## src/hdl/dnoc_pkg.sv

```systemverilog
// shared types, constants and the cp-1252 high-range table for the directory
// name order compare block; no dependencies
package dnoc_pkg;

   typedef logic [15:0]        unit_type;
   typedef logic signed [1:0]  order_type;

   typedef struct packed {
      logic       first_pair;
      logic       pair_valid;
      logic [7:0] byte_a;
      logic [7:0] byte_b;
      logic [7:0] length_a;
      logic [7:0] length_b;
      logic       last_pair;
   } beat_type;

   localparam order_type ORDER_BEFORE = 2'sb11;
   localparam order_type ORDER_EQUAL  = 2'sb00;
   localparam order_type ORDER_AFTER  = 2'sb01;

   localparam logic [7:0] HI_FIRST = 8'h80;
   localparam logic [7:0] HI_LAST  = 8'h9F;

   localparam unit_type CASE_OFFSET   = 16'h0020;
   localparam unit_type ASCII_LOW_A   = 16'h0061;
   localparam unit_type ASCII_LOW_Z   = 16'h007A;
   localparam unit_type LATIN_LOW_LO  = 16'h00E0;
   localparam unit_type LATIN_LOW_HI  = 16'h00FE;
   localparam unit_type LATIN_DIVIDE  = 16'h00F7;
   localparam unit_type Y_DIAERESIS   = 16'h00FF;
   localparam unit_type Y_DIAER_UPPER = 16'h0178;
   localparam unit_type MICRO_SIGN    = 16'h00B5;
   localparam unit_type MU_UPPER      = 16'h039C;
   localparam unit_type S_CARON       = 16'h0161;
   localparam unit_type Z_CARON       = 16'h017E;
   localparam unit_type OE_LIGATURE   = 16'h0153;
   localparam unit_type F_HOOK        = 16'h0192;
   localparam unit_type ONE_UNIT      = 16'h0001;

   localparam unit_type HI_TABLE [32] = '{
      16'h20AC, 16'h0081, 16'h201A, 16'h0192, 16'h201E, 16'h2026, 16'h2020, 16'h2021,
      16'h02C6, 16'h2030, 16'h0160, 16'h2039, 16'h0152, 16'h008D, 16'h017D, 16'h008F,
      16'h0090, 16'h2018, 16'h2019, 16'h201C, 16'h201D, 16'h2022, 16'h2013, 16'h2014,
      16'h02DC, 16'h2122, 16'h0161, 16'h203A, 16'h0153, 16'h009D, 16'h017E, 16'h0178
   };

endpackage

```

## src/hdl/dnoc_fold.sv

```systemverilog
// maps one cp-1252 byte to its code unit and folds it to upper case
// depends on dnoc_pkg
module dnoc_fold (
   input  logic [7:0]         byte_in,
   output dnoc_pkg::unit_type unit_out
);

   dnoc_pkg::unit_type unit;

   always_comb begin
      if (byte_in inside {[dnoc_pkg::HI_FIRST:dnoc_pkg::HI_LAST]}) begin
         unit = dnoc_pkg::HI_TABLE[byte_in[4:0]];
      end else begin
         unit = {8'h00, byte_in};
      end
   end

   always_comb begin
      if (unit inside {[dnoc_pkg::ASCII_LOW_A:dnoc_pkg::ASCII_LOW_Z]}) begin
         unit_out = unit - dnoc_pkg::CASE_OFFSET;
      end else if (unit inside {[dnoc_pkg::LATIN_LOW_LO:dnoc_pkg::LATIN_LOW_HI]} &&
                   unit != dnoc_pkg::LATIN_DIVIDE) begin
         unit_out = unit - dnoc_pkg::CASE_OFFSET;
      end else begin
         case (unit)
            dnoc_pkg::Y_DIAERESIS: unit_out = dnoc_pkg::Y_DIAER_UPPER;
            dnoc_pkg::MICRO_SIGN:  unit_out = dnoc_pkg::MU_UPPER;
            dnoc_pkg::S_CARON,
            dnoc_pkg::Z_CARON,
            dnoc_pkg::OE_LIGATURE,
            dnoc_pkg::F_HOOK:      unit_out = unit - dnoc_pkg::ONE_UNIT;
            default:               unit_out = unit;
         endcase
      end
   end

endmodule

```

## src/hdl/directory_name_order_compare_top.sv

```systemverilog
// directory name order compare: top level with input stage, verdict state and result register
// depends on dnoc_pkg and dnoc_fold
//
// usage:
//   req channel carries one byte of each name per beat plus both name lengths.
//   tuser flags first_pair (start of a comparison) and pair_valid (bytes present);
//   tlast marks the final beat of a comparison.
//   rsp channel returns one beat per req beat with tlast set: the 2-bit signed order
//   (-1 first name sorts before, 0 equal, 1 sorts after).
//   a shorter name sorts first; at equal lengths the first unequal folded byte pair
//   decides. the running verdict is cleared only by first_pair or reset.
// result path: the last beat goes through the input register, then the result
//   register, which drives rsp_tvalid.
// throughput: one beat per cycle unless a last beat waits on a stalled result; the table
//   lookup, case fold and 16-bit compare are combinational, input reg to verdict/result regs.
// reset: synchronous, clears both stages and the verdict; req_tready is high after.
// stall: while a result waits on rsp_tready, beats without tlast keep flowing; a
//   beat with tlast waits in the input register and req_tready drops until the
//   result register frees.
module directory_name_order_compare_top (
   input  logic        clock,
   input  logic        reset,
   input  logic        req_tvalid,
   output logic        req_tready,
   input  logic [31:0] req_tdata,  // byte_a, byte_b, length_a, length_b
   input  logic [1:0]  req_tuser,  // first_pair, pair_valid
   input  logic        req_tlast,  // last_pair
   output logic        rsp_tvalid,
   input  logic        rsp_tready,
   output logic [7:0]  rsp_tdata   // order, zero padding
);

   logic                s1_valid_ff, s1_valid_in;
   dnoc_pkg::beat_type  s1_beat_ff, s1_beat_in;
   logic                found_ff, found_in;
   dnoc_pkg::order_type running_ff, running_in;
   logic                rsp_valid_ff, rsp_valid_in;
   dnoc_pkg::order_type rsp_order_ff, rsp_order_in;

   logic                s1_advance;
   logic                rsp_load;
   logic                req_accept;
   dnoc_pkg::unit_type  unit_a;
   dnoc_pkg::unit_type  unit_b;
   logic                found_base;
   dnoc_pkg::order_type running_base;
   dnoc_pkg::order_type result_order;

   dnoc_fold fold_a (
      .byte_in  (s1_beat_ff.byte_a),
      .unit_out (unit_a)
   );

   dnoc_fold fold_b (
      .byte_in  (s1_beat_ff.byte_b),
      .unit_out (unit_b)
   );

   assign s1_advance = s1_valid_ff &&
                       (!s1_beat_ff.last_pair || !rsp_valid_ff || rsp_tready);
   assign req_tready = !s1_valid_ff || s1_advance;
   assign req_accept = req_tvalid && req_tready;
   assign rsp_load   = s1_advance && s1_beat_ff.last_pair;

   always_comb begin
      s1_valid_in = req_accept ? 1'b1 : (s1_advance ? 1'b0 : s1_valid_ff);
      s1_beat_in  = s1_beat_ff;
      if (req_accept) begin
         s1_beat_in.first_pair = req_tuser[0];
         s1_beat_in.pair_valid = req_tuser[1];
         s1_beat_in.byte_a     = req_tdata[7:0];
         s1_beat_in.byte_b     = req_tdata[15:8];
         s1_beat_in.length_a   = req_tdata[23:16];
         s1_beat_in.length_b   = req_tdata[31:24];
         s1_beat_in.last_pair  = req_tlast;
      end
   end

   // verdict update for the beat in the input register
   always_comb begin
      found_base   = s1_beat_ff.first_pair ? 1'b0 : found_ff;
      running_base = s1_beat_ff.first_pair ? dnoc_pkg::ORDER_EQUAL : running_ff;
      found_in     = found_ff;
      running_in   = running_ff;
      if (s1_advance) begin
         found_in   = found_base;
         running_in = running_base;
         if (s1_beat_ff.pair_valid && s1_beat_ff.length_a == s1_beat_ff.length_b &&
             !found_base && unit_a != unit_b) begin
            found_in   = 1'b1;
            running_in = (unit_a < unit_b) ? dnoc_pkg::ORDER_BEFORE : dnoc_pkg::ORDER_AFTER;
         end
      end
   end

   always_comb begin
      if (s1_beat_ff.length_a != s1_beat_ff.length_b) begin
         result_order = (s1_beat_ff.length_a < s1_beat_ff.length_b) ?
                        dnoc_pkg::ORDER_BEFORE : dnoc_pkg::ORDER_AFTER;
      end else begin
         result_order = running_in;
      end
      rsp_valid_in = rsp_load ? 1'b1 : (rsp_tready ? 1'b0 : rsp_valid_ff);
      rsp_order_in = rsp_load ? result_order : rsp_order_ff;
   end

   always_ff @(posedge clock) begin
      if (reset) begin
         s1_valid_ff  <= 1'b0;
         found_ff     <= 1'b0;
         running_ff   <= dnoc_pkg::ORDER_EQUAL;
         rsp_valid_ff <= 1'b0;
      end else begin
         s1_valid_ff  <= s1_valid_in;
         found_ff     <= found_in;
         running_ff   <= running_in;
         rsp_valid_ff <= rsp_valid_in;
      end
   end

   always_ff @(posedge clock) begin
      s1_beat_ff   <= s1_beat_in;
      rsp_order_ff <= rsp_order_in;
   end

   assign rsp_tvalid = rsp_valid_ff;
   assign rsp_tdata  = {6'b000000, rsp_order_ff};

   // new result only from a last beat leaving the input stage
   a_rsp_from_last: assert property (@(posedge clock) disable iff (reset)
      $rose(rsp_valid_ff) |-> $past(s1_valid_ff && s1_beat_ff.last_pair))
      else $error("result appeared without a last beat");

   // held verdict is consistent with its flag
   a_verdict_consistent: assert property (@(posedge clock) disable iff (reset)
      (found_ff && running_ff != dnoc_pkg::ORDER_EQUAL) ||
      (!found_ff && running_ff == dnoc_pkg::ORDER_EQUAL))
      else $error("running order disagrees with verdict flag");

   // a waiting last beat is not overwritten while the result is stalled
   a_last_holds: assert property (@(posedge clock) disable iff (reset)
      (s1_valid_ff && s1_beat_ff.last_pair && rsp_valid_ff && !rsp_tready) |-> !req_tready)
      else $error("input stage accepted while last beat was stalled");

   // result register never holds the unused order code
   a_order_code: assert property (@(posedge clock) disable iff (reset)
      rsp_valid_ff |-> (rsp_order_ff == dnoc_pkg::ORDER_BEFORE ||
                        rsp_order_ff == dnoc_pkg::ORDER_EQUAL ||
                        rsp_order_ff == dnoc_pkg::ORDER_AFTER))
      else $error("invalid order code in result");

endmodule
```

## config.mk

```make
export PLATFORM = sky130hd
export DESIGN_NAME = directory_name_order_compare_top
export DESIGN_NICKNAME = d
export VERILOG_FILES = /design/src/hdl/dnoc_pkg.sv /design/src/hdl/dnoc_fold.sv /design/src/hdl/directory_name_order_compare_top.sv
export SDC_FILE = /design/constraint.sdc
export NUM_CORES = 1
export LEC_CHECK = 0
export BUFFER_PORTS_ARGS = -buffer_cell sky130_fd_sc_hd__buf_4
export CORE_UTILIZATION = 53
export CTS_CLUSTER_DIAMETER = 60
export DETAILED_ROUTE_END_ITERATION = 8
export GPL_ROUTABILITY_DRIVEN = 0
export PLACE_DENSITY = 0.73
export SLEW_MARGIN = 25
export SYNTH_ARGS = -nofsm -noshare
export SYNTH_HDL_FRONTEND = slang
export SYNTH_HIERARCHICAL = 1
export SYNTH_SLANG_ARGS = --single-unit
```

## constraint.sdc

```tcl
create_clock -name clock -period 7.3 [get_ports clock]
set_clock_uncertainty 0.2 [all_clocks]
set_input_delay 0.365 -clock clock [delete_from_list [all_inputs] [get_ports clock]]
set_output_delay 0.365 -clock clock [all_outputs]
set_load 0.02 [all_outputs]
```

# Word-level counts from Yosys, hierarchy flattened
# Memory sizes are Yosys's and may differ from the RTL's.
# Cells that the tools add are included.
# Widths: inputs -> output; s select.
# word_totals
latchBits,0
mem_bits_ro,1024
n_memories,2
reg_bits,42
ram_bits,0
# classes
magnitude_cmp,16
multipliers,0
addsub,4
n_bitwise,2
eq_ne,17
div,0
n_reduce_logical,25
mux,24
n_shift,0
# memory_table
name,words,width,read_ports,rd_ports_with_merged_regs,write_ports,line_no,rtl
(no name shown),32,16,1,0,0,dnoc_fold.sv:12,unit = dnoc_pkg::HI_TABLE[byte_in[4:0]];
(no name shown),32,16,1,0,0,dnoc_fold.sv:12,
# op_table
operator,count
$mux 16,10
$eq 16x9->1 const B,8
$pmux 16 s3,2
$eq 16x8->1 const B,4
$ge 16x7->1 const B,2
$ge 16x8->1 const B,2
$le 16x7->1 const B,2
$le 16x8->1 const B,2
$ne 16x8->1 const B,2
$sub 16x1->16 const B,2
$sub 16x6->16 const B,2
$ge 8x8->1 const B,2
$le 8x8->1 const B,2
$lt 16x16->1,1
$ne 16x16->1,1
$logic_and 1x1->1,14
$ge 6x6->1 const B,2
$mux 2,6
$not 5->6,2
$eq 8x8->1,1
$lt 8x8->1,1
$ne 8x8->1,1
$reduce_or 4->1,2
$mux 1,6
other kinds (3),9

# Logic depth before layout (Yosys ltp)
# Gate-level depths: netlist of the first run.
# logic_depth
word_depth,15
ltp_mapped,23
depth_no_buf,21

# Cells and area by module
# Netlist of the first run, hierarchy kept.
# modules_own_cells
module,n_inst,seq_area_each_um2,area_per_inst_um2,cells_each
directory_name_order_compare_top,1,1211.2,2003.2,155
dnoc_fold at fold_b,1,0.0,1691.6,222
dnoc_fold at fold_a,1,0.0,1458.9,213

# Least setup slack after synthesis of the first run
# Ideal clock, no wire load.
# synth_path
path_kind,reg-to-reg
start,reg s1_beat_ff[26] (netlist name)
end,reg rsp_order_ff[1] (data pin)
path_slack_ns,2.289
setup_ns,0.254
required_time_ns,6.846
arrival_time_ns,4.557
path_buffers,2
path_stages_with_launch,20
cell_sequence,edfxtp_1 > clkbuf_1 > inv_1 > ha_1 > clkbuf_1 > o41ai_1 > o31ai_1 > inv_1 > ha_1 > nand2_1 > a2111o_1 > a32oi_4 > o21ai_0 > ha_1 > nand4_2 > or4_1 > nand4_2 > or4_4 > o22ai_2 > a21o_1
# synth_between
elab_chain_len,15
word_cells_on_any_way,35
cone_classes,add/sub (2); order compare (7); eq/ne (8); mux (10); bitwise (1); reduce/logical (6); memory (1)
# synth_lines
item,line_no,rtl
start: declaration,directory_name_order_compare_top.sv:34,"dnoc_pkg::beat_type s1_beat_ff, s1_beat_in;"
start signal: assignment,directory_name_order_compare_top.sv:122,s1_beat_ff <= s1_beat_in;
$not 5->6 (not written as such),dnoc_fold.sv:12,
$mem_v2 32x16,n/a,
$mux 16 (not written as such) (2 in a row),dnoc_fold.sv:12,
$mux 16 *,dnoc_fold.sv:11,if (byte_in inside {[dnoc_pkg::HI_FIRST:dnoc_pkg::HI_LAST]}) begin
"parallel branches: the longest is 4 deep, another holds $sub 16x1->16",n/a,
$mux 16 *,dnoc_fold.sv:19,if (unit inside {[dnoc_pkg::ASCII_LOW_A:dnoc_pkg::ASCII_LOW_Z]}) begin
net unit_a[13],directory_name_order_compare_top.sv:43,dnoc_pkg::unit_type unit_a;
$lt 16x16->1 or $ne 16x16->1 (tied branches),"directory_name_order_compare_top.sv:91, directory_name_order_compare_top.sv:89",
$mux 2 or $logic_and 1x1->1 (tied branches),"directory_name_order_compare_top.sv:91, directory_name_order_compare_top.sv:89",
$mux 2 *,directory_name_order_compare_top.sv:88,if (s1_beat_ff.pair_valid && s1_beat_ff.length_a == s1_beat_ff.length_b &&
$mux 2 *,directory_name_order_compare_top.sv:85,if (s1_advance) begin
$mux 2 *,directory_name_order_compare_top.sv:97,if (s1_beat_ff.length_a != s1_beat_ff.length_b) begin
net result_order[1],directory_name_order_compare_top.sv:47,dnoc_pkg::order_type result_order;
end signal: assignment,directory_name_order_compare_top.sv:123,rsp_order_ff <= rsp_order_in;
end: declaration,directory_name_order_compare_top.sv:38,"dnoc_pkg::order_type rsp_order_ff, rsp_order_in;"
# Mark *: on every way through the listed nets, which the timed path passes. The select of a mux whose other input is x is not followed.
# A chain may end at the register's enable or synchronous reset.

# Worst setup path after layout of the first run
# layout_path
start,reg s1_beat_ff[17] (netlist name)
end,reg rsp_order_ff[1] (data pin)
# layout_between
elab_chain_len,15
word_cells_on_any_way,35
cone_classes,add/sub (2); order compare (7); eq/ne (8); mux (10); bitwise (1); reduce/logical (6); memory (1)
# layout_lines
item,line_no,rtl
$not 5->6 (not written as such),dnoc_fold.sv:12,
$mem_v2 32x16,n/a,
$mux 16 (not written as such) (2 in a row),dnoc_fold.sv:12,
$mux 16 *,dnoc_fold.sv:11,
"parallel branches: the longest is 4 deep, another holds $sub 16x1->16",n/a,
$mux 16 *,dnoc_fold.sv:19,
net unit_b[7],directory_name_order_compare_top.sv:44,dnoc_pkg::unit_type unit_b;
$lt 16x16->1 or $ne 16x16->1 (tied branches),"directory_name_order_compare_top.sv:91, directory_name_order_compare_top.sv:89",
$mux 2 or $logic_and 1x1->1 (tied branches),"directory_name_order_compare_top.sv:91, directory_name_order_compare_top.sv:89",
$mux 2 *,directory_name_order_compare_top.sv:88,
$mux 2 *,directory_name_order_compare_top.sv:85,
$mux 2 *,directory_name_order_compare_top.sv:97,
net result_order[1],directory_name_order_compare_top.sv:47,
# Marked as above.

==> results of run 1 <==
[final cells by class]
class                   instances  area, um^2  share of cell area, %
well taps                     129         161                   2.91
inverters                      54         203                   3.66
repair buffers                 46         353                   6.37
multi-input cells             466        3500                   63.1
clock inverters                 1        30.0                  0.542
flip-flops and latches         42        1210                   21.9
clock buffers                   7        86.3                   1.56
[worst max-delay path: stages (launching register included)]
cell       delay (ns)
edfxtp_1         0.59
inv_1            0.22
ha_1             0.52
and2_1           0.30
o21ai_0          0.15
a32oi_1          0.59
inv_1            0.21
ha_1             0.28
o2bb2a_2         0.31
o311ai_4         0.14
a211oi_4         0.31
a2bb2oi_1        0.19
o31a_1           0.13
inv_1            0.05
ha_1             0.31
nand4_1          0.11
or4_1            0.51
nand4_2          0.14
or4_4            0.13
o22ai_2          0.06
a21o_1           0.18
[cells in the mapped netlist (7+ instances only)]
cell      instances
a21oi_1          24
mux2i_1          10
and2_1            8
nand2b_1         11
inv_1            52
nand4_1          12
a211oi_1          9
nor3_1           13
nand2_1          45
o21ai_0          17
nor2_1           36
buf_4            16
nor2b_1          18
buf_2            12
ha_1             52
o211ai_1          9
and3_1            7
edfxtp_1         37
nand3_1          16
[report_power, final]
part | internal [mW] | switching (mW) | total (mW)
clock network | 0.111 | 0.0721 | 0.184
registers | 0.275 | 0.0189 | 0.294
logic | 0.0990 | 0.138 | 0.237
[metrics by stage]
| step | std cells | cell area, um^2 |
|---|---|---|
| global route | 745 | 5540 |
| global placement | 736 | 5410 |
| CTS | 744 | 5530 |
| floorplan | 601 | 5190 |
| detailed placement | 736 | 5410 |
| finish | 745 | 5540 |
[per-layer routing]
| metal | GRT usage, % | vias up | routed length [um] |
|---|---|---|---|
| met3 | 3.74 | 23 | 928 |
| li1 | - | 2256 | - |
| met5 | 0 | - | 0 |
| met1 | 34.4 | 2132 | 5610 |
| met2 | 37.8 | 231 | 5330 |
| met4 | 5.57 | 0 | 143 |
[sequential cells by signal, indices dropped and copies added (netlist names)]
| register | flops |
|---|---|
| rsp_order_ff | 2 |
| s1_valid_ff | 1 |
| found_ff | 1 |
| rsp_tvalid | 1 |
| running_ff | 2 |
| s1_beat_ff | 35 |
[cell families (layout without fill, tap and decap cells)]
logic type | after synthesis | after routing
flops | 42 | 42
buf+inv | 93 | 108
compound gates | 166 | 166
xor+xnor | 6 | 6
other cells | 3 | 14
mux | 17 | 17
fa+ha+maj | 52 | 52
simple gates | 211 | 211
[layout by cell type (no fill, tap or decap), types with 7 or more instances in the layout]
master	instances
nor3_1	13
conb_1	14
o21ai_0	17
a21oi_1	24
nand2b_1	11
nand4_1	12
inv_1	52
mux2i_1	10
nor2_1	36
a211oi_1	9
ha_1	52
buf_4	45
nand3_1	16
o211ai_1	9
nor2b_1	18
and3_1	7
and2_1	8
nand2_1	45
edfxtp_1	37
[worst min-delay path by stage]
stage	end	slack (ns)
after floorplan	s1_valid_ff	0.23
after global placement	running_ff[0]	0.27
after detailed placement	running_ff[0]	0.27
after CTS	s1_beat_ff[12]	0.04
after global routing	s1_beat_ff[6]	0.03
final	s1_beat_ff[12]	0.05
==> impl_results.md, run 1 <==
* Crit. Startpoint: s1_beat_ff[17]
* Overall routing resource usage at 23.9%
* PwrDens at 129 nW/um^2
* H-tree levels at 2
* RSZ-0062 raised after global routing: no
* Synth Area in Simple Gates at 22.8%
* DR pass1 iterations at 5
* CP Max Fanout at 14
* Antenna-violating nets left at 0
* Worst slack, placed at 1.60 ns
* R2r setup slk at 1.41 ns
* Post-synthesis sequential element count at 42
* Slew headroom at 34.9%
* Initial antenna violation count at 0
* Cts bufs inserted at 5
* Dpl hpwl at 9190 um
* Post-synthesis xor/xnor area fraction at 1.02%
* Die Span X at 101 um
* WHS Path Cells at 1
* Leakage at 2.28 nW
* DRT iter0 DRCs at 312
* PnR worst setup slack at 1.41 ns
* Largest net degree at the start of global routing at 36
* Synth warn at 6
* CTS tree: yes
* Async SR Flop Fraction at 0%
* Worst Setup Start Kind: register
* Total power at 715 uW
* Share of cells above drive strength 1 at 15.6%
* Reg-to-reg endpoint: rsp_order_ff[1]
* I/O Pins at 49
* Skew-Pair Late Insertion Delay at 0.29 ns
* # setup viols final at 0
* Main combinational cell family by area after synthesis: compound AO/OA/AOI/OAI gates
* Mapped Cells at 590
* Row count at 35
* Setup TNS at 0 ns
* WL final at 12,000 um
* Die H at 101 um
* Synth cell types at 104
* Vias in the first global route at 4,192
* Worst slew pin tran at 0.977 ns
* Crit. End Element: register
* Synth Area in Adders at 12.6%
* Mux share of post-synthesis cell area at 3.52%
* CTS clock-pin slew for the worst setup and hold paths at 0.08 ns
* Max capacitance violation total at 0
* Nets at 706
* Status: finished clean
* Worst hold start: req_tdata[19]
* Fin. Hold Viols at 0
* Fillers at 774
* Vias per inst at 6.23
* WHS at 0.0473 ns
* Die area at 10,100 um^2
* Arrival time worst endpoint at 5.73 ns
* Tmin final at 5.89 ns
* Synth top area share at 21.6%
* Setup repair bufs after CTS at 0
* Initial Util at 55.3%
* Area growth syn-to-layout at 7.55%
* Total grt overflow at 0
* CP Class: reg2reg
* Max clock buf depth at 2
* Drt drc at 0
* Sequential area share after synthesis at 23.5%
* Period utilization at 80.6%
* Ranking of synthesized cells by area: edfxtp_1, ha_1, inv_1
* Reg2reg start: s1_beat_ff[17]
* CTS Root Buffer Type: clkbuf_8
* Ys flop type: edfxtp_1
* DR vias at 4,642
* Cell taking the most area after synthesis: edfxtp_1
* Post-synth EDFFs at 37
* Core Region at 9330 um^2
* Fmax achieved at 170 MHz
* Max IR drop VDD at 180 uV
* Syn Std Cell Area at 5150 um^2
* Critical Path Sink: rsp_order_ff[1]
* Port bufs at 42
* Sink Count at 42
* # diodes at 0
* Final slew viol count at 0
* Hold buffer count at cts at 0
* Syn Area/Cell at 8.74 um^2
* Worst R2R Path Depth at 20
* Synth Area in Compound Gates at 26.9%
* Post-cts sizing count at 0
* CP required at 7.14 ns
* First-pass GRT wire length at 19,800 um
* Min-delay worst type: in2reg
* Final core utilization at 59.4%
* WL/cell at 16.1 um
Note: power is estimated with default switching activity, not from simulation.
==> inputs of run 2 (changes only) <==
--- a/config.mk
+++ b/config.mk
@@ -5,12 +5,13 @@
 export SDC_FILE = /design/constraint.sdc
 export NUM_CORES = 1
 export LEC_CHECK = 0
+export ABC_AREA = 1
 export BUFFER_PORTS_ARGS = -buffer_cell sky130_fd_sc_hd__buf_4
 export CORE_UTILIZATION = 53
 export CTS_CLUSTER_DIAMETER = 60
 export DETAILED_ROUTE_END_ITERATION = 8
 export GPL_ROUTABILITY_DRIVEN = 0
-export PLACE_DENSITY = 0.73
+export PLACE_DENSITY = 0.75
 export SLEW_MARGIN = 25
 export SYNTH_ARGS = -nofsm -noshare
 export SYNTH_HDL_FRONTEND = slang
==> constraint.sdc (replaced) <==
create_clock -name clock -period 4.7 [get_ports clock]
set_clock_uncertainty 0.2 [all_clocks]
set_input_delay 0.235 -clock clock [delete_from_list [all_inputs] [get_ports clock]]
set_output_delay 0.235 -clock clock [all_outputs]
set_load 0.02 [all_outputs]
==> impl_results.md, run 2 <==
* Total grt overflow at 0
* CP Max Fanout at 8
* CP max stage cell: edfxtp_1
* Max FFs per register at 35
* Worst slack, placed at 0.252 ns
* DR vias at 5,637
* Top post-synthesis cells by count: nand2_1, nand3_1, inv_1
* CP required at 4.55 ns
* Leakage at 3.30 nW
* Synth warn at 6
* Post-synth EDFFs at 37
* # placed instances at 1,004
* Ys flop type: edfxtp_1
* Share of cells above drive strength 1 at 18.7%
* H-tree levels at 2
* DR pass1 iterations at 5
* Max capacitance violation total at 0
* # diodes at 0
* Crit. End Element: register
* Skew-Pair Late Insertion Delay at 0.30 ns
* Setup TNS at 0 ns
* Cell taking the most area after synthesis: edfxtp_1
* Vias in the first global route at 5,239
* Core Region at 9860 um^2
* WL final at 13,900 um
* First-pass GRT wire length at 23,200 um
* # setup viols final at 0
* Port bufs at 42
* Overall routing resource usage at 25.7%
* Synth top area share at 20.3%
* Slew headroom at 59.4%
* Row count at 36
* Nets at 1,011
* Reg with most FFs: s1_beat_ff
* Drt drc at 0
* Max IR drop VDD at 335 uV
* Die H at 104 um
* Worst slew pin tran at 0.609 ns
* Die Span X at 104 um
* Most frequent cells in the layout: nand2_1, nand3_1, inv_1, nor2_1
* I/O Pins at 49
* Async SR Flop Fraction at 0%
* Synth cell types at 44
* Initial antenna violation count at 0
* Area growth syn-to-layout at 16.7%
* Period utilization at 91.9%
* CP Class: reg2reg
* Most numerous cell in the Yosys netlist: nand2_1
* PnR worst setup slack at 0.381 ns
* Min-delay worst type: in2reg
* Total power at 1.29 mW
* PwrDens at 202 nW/um^2
* Max clock buf depth at 2
* Ranking of synthesized cells by area: edfxtp_1, nand2_1, ha_1
* Arrival time worst endpoint at 4.17 ns
* CTS clock-pin slew for the worst setup and hold paths at 0.08 ns
* Dpl hpwl at 10,300 um
* Cts bufs inserted at 5
* DRT iter0 DRCs at 454
* CTS tree: yes
* Fmax achieved at 232 MHz
* Sequential area share after synthesis at 22.2%
* WL/cell at 13.2 um
* Most used cell, CP: nand2_1
* Mapped Cells at 839
* CTS Root Buffer Type: clkbuf_8
* Initial Util at 55.4%
* Fin. Hold Viols at 0
* Largest net degree at the start of global routing at 28
* WHS at 0.0201 ns
* Final slew viol count at 0
* Syn Area/Cell at 6.51 um^2
* Biggest regs: s1_beat_ff (35), rsp_order_ff (2), running_ff (2)
* Antenna-violating nets left at 0
* Status: finished clean
* Vias per inst at 5.35
* Post-synthesis sequential element count at 42
* Final Non-Filler Cells at 1,054
* Syn Std Cell Area at 5470 um^2
* Die area at 10,700 um^2
* Worst Setup Start Kind: register
* Sink Count at 42
* Commonest non-fill, non-tap cell in the layout: nand2_1
* Slowest stage delay, CP at 0.44 ns
* Tmin final at 4.32 ns
-- run 2: changes by cell type after synthesis, moves of 10 or more --
cell      delta
nand3_2     +14
inv_1       +35
nand2_2     +24
mux2i_1     -10
nor2_1      +42
nor2_2      +17
nand2b_1    -11
inv_2       +24
nand2_1    +218
nor2b_1     -18
nand3_1     +74
-- run 2: through the flow --
step           instance area (um^2)  utilization (%)
4_1_cts                        6330             64.2
3_5_place_dp                   5830             59.1
6_report                       6380             64.6
3_3_place_gp                   5830             59.1
5_1_grt                        6380             64.6
2_1_floorplan                  5510                -
-- run 2: power by group --
group          internal (mW)  switching, mW  total, mW  leakage [nW]
combinational          0.189          0.315      0.504          2.83
sequential             0.428         0.0146      0.443         0.402
clock                  0.213          0.128      0.340        0.0683
-- run 2: layout make-up --
cell class	instances	area, um^2
multi-input combinational	669	3680
fill	848	3490
sequential	42	1210
timing repair buffer	88	751
inverter	114	430
tap	133	166
clock buffer	5	68.8
clock inverter	3	68.8
-- run 2: worst paths after layout --
path / slack, ns / end / startpoint / depth (start not counted)
worst max-delay path: 0.38 / rsp_order_ff[1] / s1_beat_ff[26] / 29
worst min register to register: 0.29 / found_ff / found_ff / 2
worst min-delay path: 0.02 / s1_valid_ff / req_tvalid / 3
worst max register to register: 0.38 / rsp_order_ff[1] / s1_beat_ff[26] / 29
-- run 2: cell families (layout without fill, tap and decap cells) --
family	after synthesis	after routing	share of synthesized area (%)
buf+inv	139	210	11.2
xor+xnor	6	6	0.962
compound gates	73	73	8.65
flops	42	42	22.2
fa+ha+maj	52	52	11.9
other cells	3	14	0.206
simple gates	524	524	44.9
-- run 2: metal layers --
metal  vias to the layer above  wire [um]  track usage, %
met3                        36        913            3.27
met5                         -          0               0
met1                      2516       5780            31.8
li1                       2830          -               -
met4                         0        309            10.2
met2                       255       6900            45.2
-- run 2: what timing repair did --
action | in CTS | in global routing
buffers inserted | 0 | 6
endpoints found under the hold margin | 39 | 0
gates resized for setup | 0 | 1
endpoints found under the setup margin | 0 | 4
hold buffers | 36 | 0
-- run 2: worst max-delay path: cells and delay by family (launching register included) --
kind,cells,cell delay [ns]
simple gates,21,1.92
fa+ha+maj,3,0.87
flops,1,0.44
buf+inv,3,0.35
compound gates,2,0.30
